File: config.mk
export PLATFORM = sky130hd
export DESIGN_NAME = calendar_date_day_adder
export DESIGN_NICKNAME = d
export VERILOG_FILES = /design/src/hw/rtl/cda_pkg.sv /design/src/hw/rtl/cda_cfg_regs.sv /design/src/hw/rtl/calendar_date_day_adder.sv
export SDC_FILE = /design/constraint.sdc
export NUM_CORES = 1
export LEC_CHECK = 0
export BUFFER_PORTS_ARGS = -buffer_cell sky130_fd_sc_hd__clkbuf_2
export CAP_MARGIN = 10
export CORE_MARGIN = 2
export CORE_UTILIZATION = 40
export CTS_BUF_LIST = sky130_fd_sc_hd__clkbuf_2 sky130_fd_sc_hd__clkbuf_4 sky130_fd_sc_hd__clkbuf_8
export DETAILED_ROUTE_END_ITERATION = 16
export HOLD_SLACK_MARGIN = 0.15
export SKIP_LAST_GASP = 1
export SYNTH_ARGS = -nofsm -noshare
export SYNTH_HDL_FRONTEND = slang
export SYNTH_HIERARCHICAL = 1
export SYNTH_SLANG_ARGS = --single-unit
File: constraint.sdc
create_clock -name clk_i -period 6.2 [get_ports clk_i]
set_input_delay 0.31 -clock clk_i [delete_from_list [all_inputs] [get_ports clk_i]]
set_output_delay 0.31 -clock clk_i [all_outputs]
set_load 0.02 [all_outputs]
File: src/hw/rtl/cda_pkg.sv
// Shared types, constants and calendar helpers for the calendar date day adder.
// No dependencies.
package cda_pkg;

  localparam int unsigned AddWidth   = 16;
  localparam int unsigned SumWidth   = AddWidth + 1;
  localparam int unsigned DayWidth   = 5;
  localparam int unsigned MonWidth   = 4;
  localparam int unsigned YearWidth  = 12;
  localparam int unsigned PaddrWidth = 3;
  localparam int unsigned PdataWidth = 32;

  localparam logic [YearWidth-1:0] YearMinReset = 12'd1900;
  localparam logic [YearWidth-1:0] YearMaxReset = 12'd2100;
  localparam logic [YearWidth-1:0] YearLimit    = 12'd4095;

  localparam logic [DayWidth-1:0] LeapFebDays = 5'd29;
  localparam logic [DayWidth-1:0] DayLast     = 5'd31;

  localparam logic [MonWidth-1:0] MonthJan = 4'd1;
  localparam logic [MonWidth-1:0] MonthFeb = 4'd2;
  localparam logic [MonWidth-1:0] MonthDec = 4'd12;

  // Register indexes (paddr[2]).
  localparam logic RegIdxYearMin = 1'b0;
  localparam logic RegIdxYearMax = 1'b1;

  // floor(y / 100) = (y * Div100Mul) >> Div100Shift, exact for 12-bit y.
  localparam logic [12:0] Div100Mul   = 13'd5243;
  localparam int unsigned Div100Shift = 19;
  localparam int unsigned ProdWidth   = YearWidth + 13;
  localparam int unsigned CentWidth   = 6;

  localparam logic [6:0] YearsPerCent = 7'd99;

  typedef struct packed {
    logic [YearWidth-1:0] year_min;
    logic [YearWidth-1:0] year_max;
  } cda_cfg_t;

  typedef enum logic [1:0] {
    StIdle,
    StSplit,
    StCheck,
    StWalk
  } cda_state_e;

  // Days in a month; zero for a month code outside 1 to 12.
  function automatic logic [DayWidth-1:0] month_days(input logic [MonWidth-1:0] mon,
                                                     input logic leap);
    logic [DayWidth-1:0] len;
    unique case (mon)
      4'd1, 4'd3, 4'd5, 4'd7, 4'd8, 4'd10, 4'd12: len = 5'd31;
      4'd4, 4'd6, 4'd9, 4'd11:                    len = 5'd30;
      MonthFeb:                                   len = leap ? LeapFebDays : 5'd28;
      default:                                    len = '0;
    endcase
    return len;
  endfunction

endpackage

File: src/hw/rtl/cda_cfg_regs.sv
// APB-style register file holding the accepted year bounds.
// Depends on cda_pkg.
module cda_cfg_regs (
  input  logic                                 clk_i,
  input  logic                                 rst_ni,
  input  logic                                 psel,
  input  logic                                 penable,
  input  logic                                 pwrite,
  input  logic [cda_pkg::PaddrWidth-1:0]       paddr,
  input  logic [cda_pkg::PdataWidth-1:0]       pwdata,
  output logic [cda_pkg::PdataWidth-1:0]       prdata,
  output logic                                 pready,
  output cda_pkg::cda_cfg_t                    cfg_o
);
  import cda_pkg::*;

  logic [YearWidth-1:0] year_min_q, year_min_d;
  logic [YearWidth-1:0] year_max_q, year_max_d;
  logic                 wr_en;
  logic [YearWidth-1:0] rd_sel;

  assign pready = 1'b1;
  assign wr_en  = psel & penable & pwrite;

  always_comb begin
    year_min_d = year_min_q;
    year_max_d = year_max_q;
    if (wr_en) begin
      unique case (paddr[2])
        RegIdxYearMin: year_min_d = pwdata[YearWidth-1:0];
        RegIdxYearMax: year_max_d = pwdata[YearWidth-1:0];
        default: ;
      endcase
    end
  end

  always_comb begin
    unique case (paddr[2])
      RegIdxYearMin: rd_sel = year_min_q;
      RegIdxYearMax: rd_sel = year_max_q;
      default:       rd_sel = '0;
    endcase
  end

  assign prdata = {{(PdataWidth-YearWidth){1'b0}}, rd_sel};

  always_ff @(posedge clk_i or negedge rst_ni) begin
    if (!rst_ni) begin
      year_min_q <= YearMinReset;
      year_max_q <= YearMaxReset;
    end else begin
      year_min_q <= year_min_d;
      year_max_q <= year_max_d;
    end
  end

  assign cfg_o.year_min = year_min_q;
  assign cfg_o.year_max = year_max_q;

endmodule

File: src/hw/rtl/calendar_date_day_adder.sv
// Gregorian date plus day count. One transaction in, one transaction out. After an input
// transaction is taken, the block computes the century of the year (StSplit), checks the
// date and registers the year-of-century (StCheck), then walks one month per step (StWalk)
// until the remaining day count fits the current month or the result saturates at 31 Dec
// 4095; an invalid date is echoed unchanged from StCheck. The month walk runs on a single
// subtract-and-compare unit; the input is not ready again until the result has been loaded
// into the output register. Year bounds sit in an APB-style register file at byte 0
// (year_min) and byte 4 (year_max). Depends on cda_pkg and cda_cfg_regs.
module calendar_date_day_adder (
  input  logic                                 clk_i,
  input  logic                                 rst_ni,
  input  logic                                 in_valid_i,
  output logic                                 in_ready_o,
  input  logic [cda_pkg::DayWidth-1:0]         start_day_i,
  input  logic [cda_pkg::MonWidth-1:0]         start_month_i,
  input  logic [cda_pkg::YearWidth-1:0]        start_year_i,
  input  logic [15:0]                          days_to_add_i,
  output logic                                 out_valid_o,
  input  logic                                 out_ready_i,
  output logic [cda_pkg::DayWidth-1:0]         result_day_o,
  output logic [cda_pkg::MonWidth-1:0]         result_month_o,
  output logic [cda_pkg::YearWidth-1:0]        result_year_o,
  output logic                                 date_valid_o,
  output logic                                 year_overflow_o,
  input  logic                                 psel,
  input  logic                                 penable,
  input  logic                                 pwrite,
  input  logic [cda_pkg::PaddrWidth-1:0]       paddr,
  input  logic [cda_pkg::PdataWidth-1:0]       pwdata,
  output logic [cda_pkg::PdataWidth-1:0]       prdata,
  output logic                                 pready
);
  import cda_pkg::*;

  cda_cfg_t cfg;

  cda_cfg_regs u_cfg_regs (
    .clk_i   (clk_i),
    .rst_ni  (rst_ni),
    .psel    (psel),
    .penable (penable),
    .pwrite  (pwrite),
    .paddr   (paddr),
    .pwdata  (pwdata),
    .prdata  (prdata),
    .pready  (pready),
    .cfg_o   (cfg)
  );

  cda_state_e state_q, state_d;

  // Working registers.
  logic [DayWidth-1:0]  day_q, day_d;
  logic [MonWidth-1:0]  mon_q, mon_d;
  logic [YearWidth-1:0] year_q, year_d;
  logic [SumWidth-1:0]  sum_q, sum_d;
  logic [CentWidth-1:0] cent_q, cent_d;
  logic [6:0]           ryear_q, ryear_d;
  logic [1:0]           cent4_q, cent4_d;

  // Output register.
  logic                 out_valid_q, out_valid_d;
  logic [DayWidth-1:0]  res_day_q, res_day_d;
  logic [MonWidth-1:0]  res_mon_q, res_mon_d;
  logic [YearWidth-1:0] res_year_q, res_year_d;
  logic                 res_dv_q, res_dv_d;
  logic                 res_ovf_q, res_ovf_d;

  logic                 in_fire, slot_free;
  logic [ProdWidth-1:0] cent_prod;
  logic [YearWidth-1:0] cent_x100, ryear_full;
  logic                 leap_chk, leap_walk;
  logic                 date_ok;
  logic [DayWidth-1:0]  len_chk, len_walk;
  logic                 walk_fits, walk_ovf;

  assign in_ready_o = (state_q == StIdle);
  assign in_fire    = in_valid_i & in_ready_o;
  assign slot_free  = ~out_valid_q | out_ready_i;

  // Century split: reciprocal multiply, then remainder by constant shifts.
  assign cent_prod  = ProdWidth'(year_q) * ProdWidth'(Div100Mul);
  assign cent_x100  = (YearWidth'(cent_q) << 6) + (YearWidth'(cent_q) << 5)
                    + (YearWidth'(cent_q) << 2);
  assign ryear_full = year_q - cent_x100;

  assign leap_chk  = (ryear_full[6:0] == '0) ? (cent_q[1:0] == 2'd0) : (year_q[1:0] == 2'd0);
  assign leap_walk = (ryear_q == '0) ? (cent4_q == 2'd0) : (year_q[1:0] == 2'd0);

  assign len_chk  = month_days(mon_q, leap_chk);
  assign len_walk = month_days(mon_q, leap_walk);

  assign date_ok = (year_q >= cfg.year_min) && (year_q <= cfg.year_max)
                && (mon_q >= MonthJan) && (mon_q <= MonthDec)
                && (day_q != '0) && (day_q <= len_chk);

  assign walk_fits = (sum_q <= SumWidth'(len_walk));
  assign walk_ovf  = (mon_q == MonthDec) && (year_q == YearLimit);

  // Next state.
  always_comb begin
    state_d = state_q;
    unique case (state_q)
      StIdle:  if (in_fire) state_d = StSplit;
      StSplit: state_d = StCheck;
      StCheck: begin
        if (date_ok) state_d = StWalk;
        else if (slot_free) state_d = StIdle;
      end
      StWalk: begin
        if ((walk_fits || walk_ovf) && slot_free) state_d = StIdle;
      end
      default: state_d = StIdle;
    endcase
  end

  // Datapath and output register updates.
  always_comb begin
    day_d       = day_q;
    mon_d       = mon_q;
    year_d      = year_q;
    sum_d       = sum_q;
    cent_d      = cent_q;
    ryear_d     = ryear_q;
    cent4_d     = cent4_q;
    out_valid_d = out_valid_q & ~out_ready_i;
    res_day_d   = res_day_q;
    res_mon_d   = res_mon_q;
    res_year_d  = res_year_q;
    res_dv_d    = res_dv_q;
    res_ovf_d   = res_ovf_q;
    unique case (state_q)
      StIdle: begin
        if (in_fire) begin
          day_d  = start_day_i;
          mon_d  = start_month_i;
          year_d = start_year_i;
          sum_d  = SumWidth'(start_day_i) + SumWidth'(days_to_add_i[AddWidth-1:0]);
        end
      end
      StSplit: begin
        cent_d = cent_prod[Div100Shift +: CentWidth];
      end
      StCheck: begin
        ryear_d = ryear_full[6:0];
        cent4_d = cent_q[1:0];
        if (!date_ok && slot_free) begin
          // Echo the input untouched.
          out_valid_d = 1'b1;
          res_day_d   = day_q;
          res_mon_d   = mon_q;
          res_year_d  = year_q;
          res_dv_d    = 1'b0;
          res_ovf_d   = 1'b0;
        end
      end
      StWalk: begin
        if (walk_fits) begin
          if (slot_free) begin
            out_valid_d = 1'b1;
            res_day_d   = sum_q[DayWidth-1:0];
            res_mon_d   = mon_q;
            res_year_d  = year_q;
            res_dv_d    = 1'b1;
            res_ovf_d   = 1'b0;
          end
        end else if (walk_ovf) begin
          if (slot_free) begin
            out_valid_d = 1'b1;
            res_day_d   = DayLast;
            res_mon_d   = MonthDec;
            res_year_d  = YearLimit;
            res_dv_d    = 1'b1;
            res_ovf_d   = 1'b1;
          end
        end else begin
          // Consume this month and advance.
          sum_d = sum_q - SumWidth'(len_walk);
          if (mon_q == MonthDec) begin
            mon_d  = MonthJan;
            year_d = year_q + YearWidth'(1);
            if (ryear_q == YearsPerCent) begin
              ryear_d = '0;
              cent4_d = cent4_q + 2'd1;
            end else begin
              ryear_d = ryear_q + 7'd1;
            end
          end else begin
            mon_d = mon_q + MonWidth'(1);
          end
        end
      end
      default: ;
    endcase
  end

  always_ff @(posedge clk_i or negedge rst_ni) begin
    if (!rst_ni) begin
      state_q     <= StIdle;
      out_valid_q <= 1'b0;
    end else begin
      state_q     <= state_d;
      out_valid_q <= out_valid_d;
    end
  end

  always_ff @(posedge clk_i) begin
    day_q      <= day_d;
    mon_q      <= mon_d;
    year_q     <= year_d;
    sum_q      <= sum_d;
    cent_q     <= cent_d;
    ryear_q    <= ryear_d;
    cent4_q    <= cent4_d;
    res_day_q  <= res_day_d;
    res_mon_q  <= res_mon_d;
    res_year_q <= res_year_d;
    res_dv_q   <= res_dv_d;
    res_ovf_q  <= res_ovf_d;
  end

  assign out_valid_o     = out_valid_q;
  assign result_day_o    = res_day_q;
  assign result_month_o  = res_mon_q;
  assign result_year_o   = res_year_q;
  assign date_valid_o    = res_dv_q;
  assign year_overflow_o = res_ovf_q;

endmodule

==> run summary <==
cts repair resizes: 0
FILL cells: 2199
worst setup margin: 956 ps
nature of the critical path startpoint: flop
CP top delay family: adder cells
GP Congestion: 0.807
asr flop ratio synth: 26.5%
vias post-DR: 6569
area of the multi-input gates: 5590 um2
dpl hpwl: 15800 um
reg2reg end: cent_q[3]$_DFFE_PN_
Clock Pin Slew Worst Setup and Hold Paths: 110 ps
Hold Fails Final Rpt: 0
initial core utilization: 40.9%
buffers and inverters on the worst path: 4
Synth Cell Area: 9330 um2
cells on worst reg2reg path: 16
root buffer cell: clkbuf_8
Commonest cells post-synth: 161 x inv_1, 133 x ha_1, 75 x edfxtp_1
register area: 2940 um2
minimum clock period: 5240 ps
Non-Filler Instances: 1335
Slowest-stage cell, CP: edfxtp_1
H-tree depth: 3
CTS tree: yes
Num CTS Buffers: 9
placed cell count: 1304
# Max-Cap Violations: 0
Setup Skew: 9.88 ps
worst hold path class: primary input to flop
Total GRT Usage: 17.2%
Seq/Total Area, Yosys: 31.5%
Worst-Margin Slew: 1060 ps
Fmax: 0.191 GHz
Max Transition Viols Final: 0
EDFF count, synth: 75
vias in the first global route: 6465
worst path arrival time: 5390 ps
Hold Path Depth: 2
yosys warns: 6
die width: 157 um
status: finished, final reports clean
Routed WL per cell: 15.1 um
area leader, netlist: edfxtp_1
r2r setup slk: 960 ps
Slew HR: 29.0%
layout cells sized above 1: 17.8%
# setup viols final: 0
drt drc: 0
initial antenna violation count: 0
Core ar.: 22800 um2
Synth Flop Type: edfxtp_1
CP max stage delay: 630 ps
Final nets: 1276
RSZ-0062 raised after global routing: false
largest net degree at the start of global routing: 54
crit end category: flop
CP max FO: 8
Remaining Overflow, GRT: 0
setup_tns: 0 ps
CP cell instances: inv_1 > fa_1 > fa_1 > inv_1 > fa_1 > fa_1 > inv_1 > fa_1 > inv_1 > ha_1 > a21oi_1 > o21ai_0 > a211oi_1 > nand3_1 > a31oi_1 > xnor2_1
first-pass iteration count of the detailed router: 4
ANT cells: 0
Num Clock Sinks: 102
row count: 55
most numerous cell in the Yosys netlist: inv_1
worst reg2reg startpoint: year_q[7]$_DFFE_PP_
Routed Antenna Nets: 0
die footprint: 24600 um2
most frequent CP cell: fa_1
synth top area cells: edfxtp_1 24%, ha_1 18%, fa_1 10%
Die Y: 157 um
Hold Slack: 175 ps
Final Cycle Share: 84.6%
Total Wirelength: 20200 um
post-synth top area share: 24.2%
Starting DRT DRC Count: 265
Mapped Cells: 915
syn_area_per_cell: 10.2 um2
first-pass GRT wire length: 33300 um
critical path class: flop to flop
Distinct cells, synth: 65
CTS max path bufs: 2
Hold Crit Endpoint: u_cfg_regs/year_max_q[4]$_DFFE_PN1P_
#FFs+latches synth: 102
Hold-fix buffers, CTS: 14
area delta synth->final: 11.5%
I/O pins: 137
drt via density: 4.92
pre-CTS WS: 998 ps
CP required: 6350 ps
Hold Crit Start: pwdata[4]
Post-CTS Setup Inserts: 0
IO buf count: 93
clock latency on the worst-skew pair: 390 ps
[worst register-to-register path, cell delays in order (launching register included)]
cell	delay, ps
edfxtp_1	630
inv_1	150
fa_1	540
fa_1	500
inv_1	60
fa_1	530
fa_1	560
inv_1	60
fa_1	530
inv_1	40
ha_1	200
a21oi_1	140
o21ai_0	120
a211oi_1	370
nand3_1	240
a31oi_1	250
xnor2_1	80
[layout by cell type, fill, tap and decap left out, types with 3 or more instances in the layout]
master,count
inv_1,161
ha_1,133
clkbuf_2,93
edfxtp_1,75
nand2_1,59
fa_1,47
o21ai_0,37
nor2_1,36
xnor2_1,35
a21oi_1,33
mux2_2,27
conb_1,21
xor2_1,20
nand3_1,17
dfrtp_1,16
nor3_1,14
dlygate4sd3_1,14
a21o_1,11
and3_1,11
dfstp_2,11
mux2i_1,10
mux2_4,10
clkbuf_8,9
o21a_1,8
or3_1,7
nand4_1,7
a31oi_1,7
o22ai_1,6
o31ai_1,6
nor2b_1,6
a211oi_1,5
and2_1,5
nand2b_1,5
buf_4,5
o2111ai_1,4
o211ai_1,4
or3_2,3
[routing by layer]
| metal | share of wire [%] | wire length (um) | global-route usage, % |
|---|---|---|---|
| met4 | 1.4 | 285 | 4.72 |
| met5 | 0 | 0 | 0 |
| met1 | 50 | 10100 | 24.8 |
| met2 | 45 | 9180 | 27.6 |
| met3 | 2.9 | 591 | 1.77 |
[per-stage QoR]
step	util [%]	area (um2)
after floorplan	-	9400
after global placement	44.0	10000
after detailed placement	44.0	10000
after CTS	45.6	10400
after global routing	45.7	10400
final	45.7	10400
[cell type report]
cell class | count | area share, %
Multi-Input combinational cell | 630 | 53.7
Tap cell | 313 | 3.77
Sequential cell | 102 | 28.3
Inverter | 161 | 5.81
Timing Repair Buffer | 113 | 6.33
Clock buffer | 9 | 1.19
Clock inverter | 7 | 0.926
[kinds of logic after synthesis]
family,Yosys count,synth area share [%]
AO/OA/AOI/OAI,137,9.41
XOR/XNOR,55,5.17
adder cells (fa/ha/maj),180,27.9
buffers and inverters,202,9.53
flip-flops,102,31.5
multiplexers,47,5.94
other,2,0.0805
AND/OR/NAND/NOR,190,10.4
[flip-flops by register name, indices dropped and copies added (netlist names), 5 cells and up]
signal	flops
u_cfg_regs/year_min_q	12
year_q	12
result_year_o	12
ryear_q	7
u_cfg_regs/year_max_q	12
day_q	5
sum_q	17
cent_q	5
result_day_o	5
[worst max-delay path by stage]
stage / end / slack [ps] / cells past startpoint / from
3_3_place_gp: cent_q[3]$_DFFE_PN_ / 1010 / 16 / year_q[8]$_DFFE_PP_
6_report: cent_q[3]$_DFFE_PN_ / 960 / 16 / year_q[7]$_DFFE_PP_
5_1_grt: cent_q[3]$_DFFE_PN_ / 620 / 16 / year_q[8]$_DFFE_PP_
3_5_place_dp: cent_q[3]$_DFFE_PN_ / 1000 / 14 / year_q[9]$_DFFE_PP_
2_1_floorplan: result_day_o[0]$_DFFE_PP_ / 830 / 16 / year_q[3]$_DFFE_PP_
4_1_cts: cent_q[3]$_DFFE_PN_ / 970 / 16 / year_q[7]$_DFFE_PP_
Power is not shown: default switching activity piles up to over one toggle a cycle in this logic, so the estimate is an artifact.
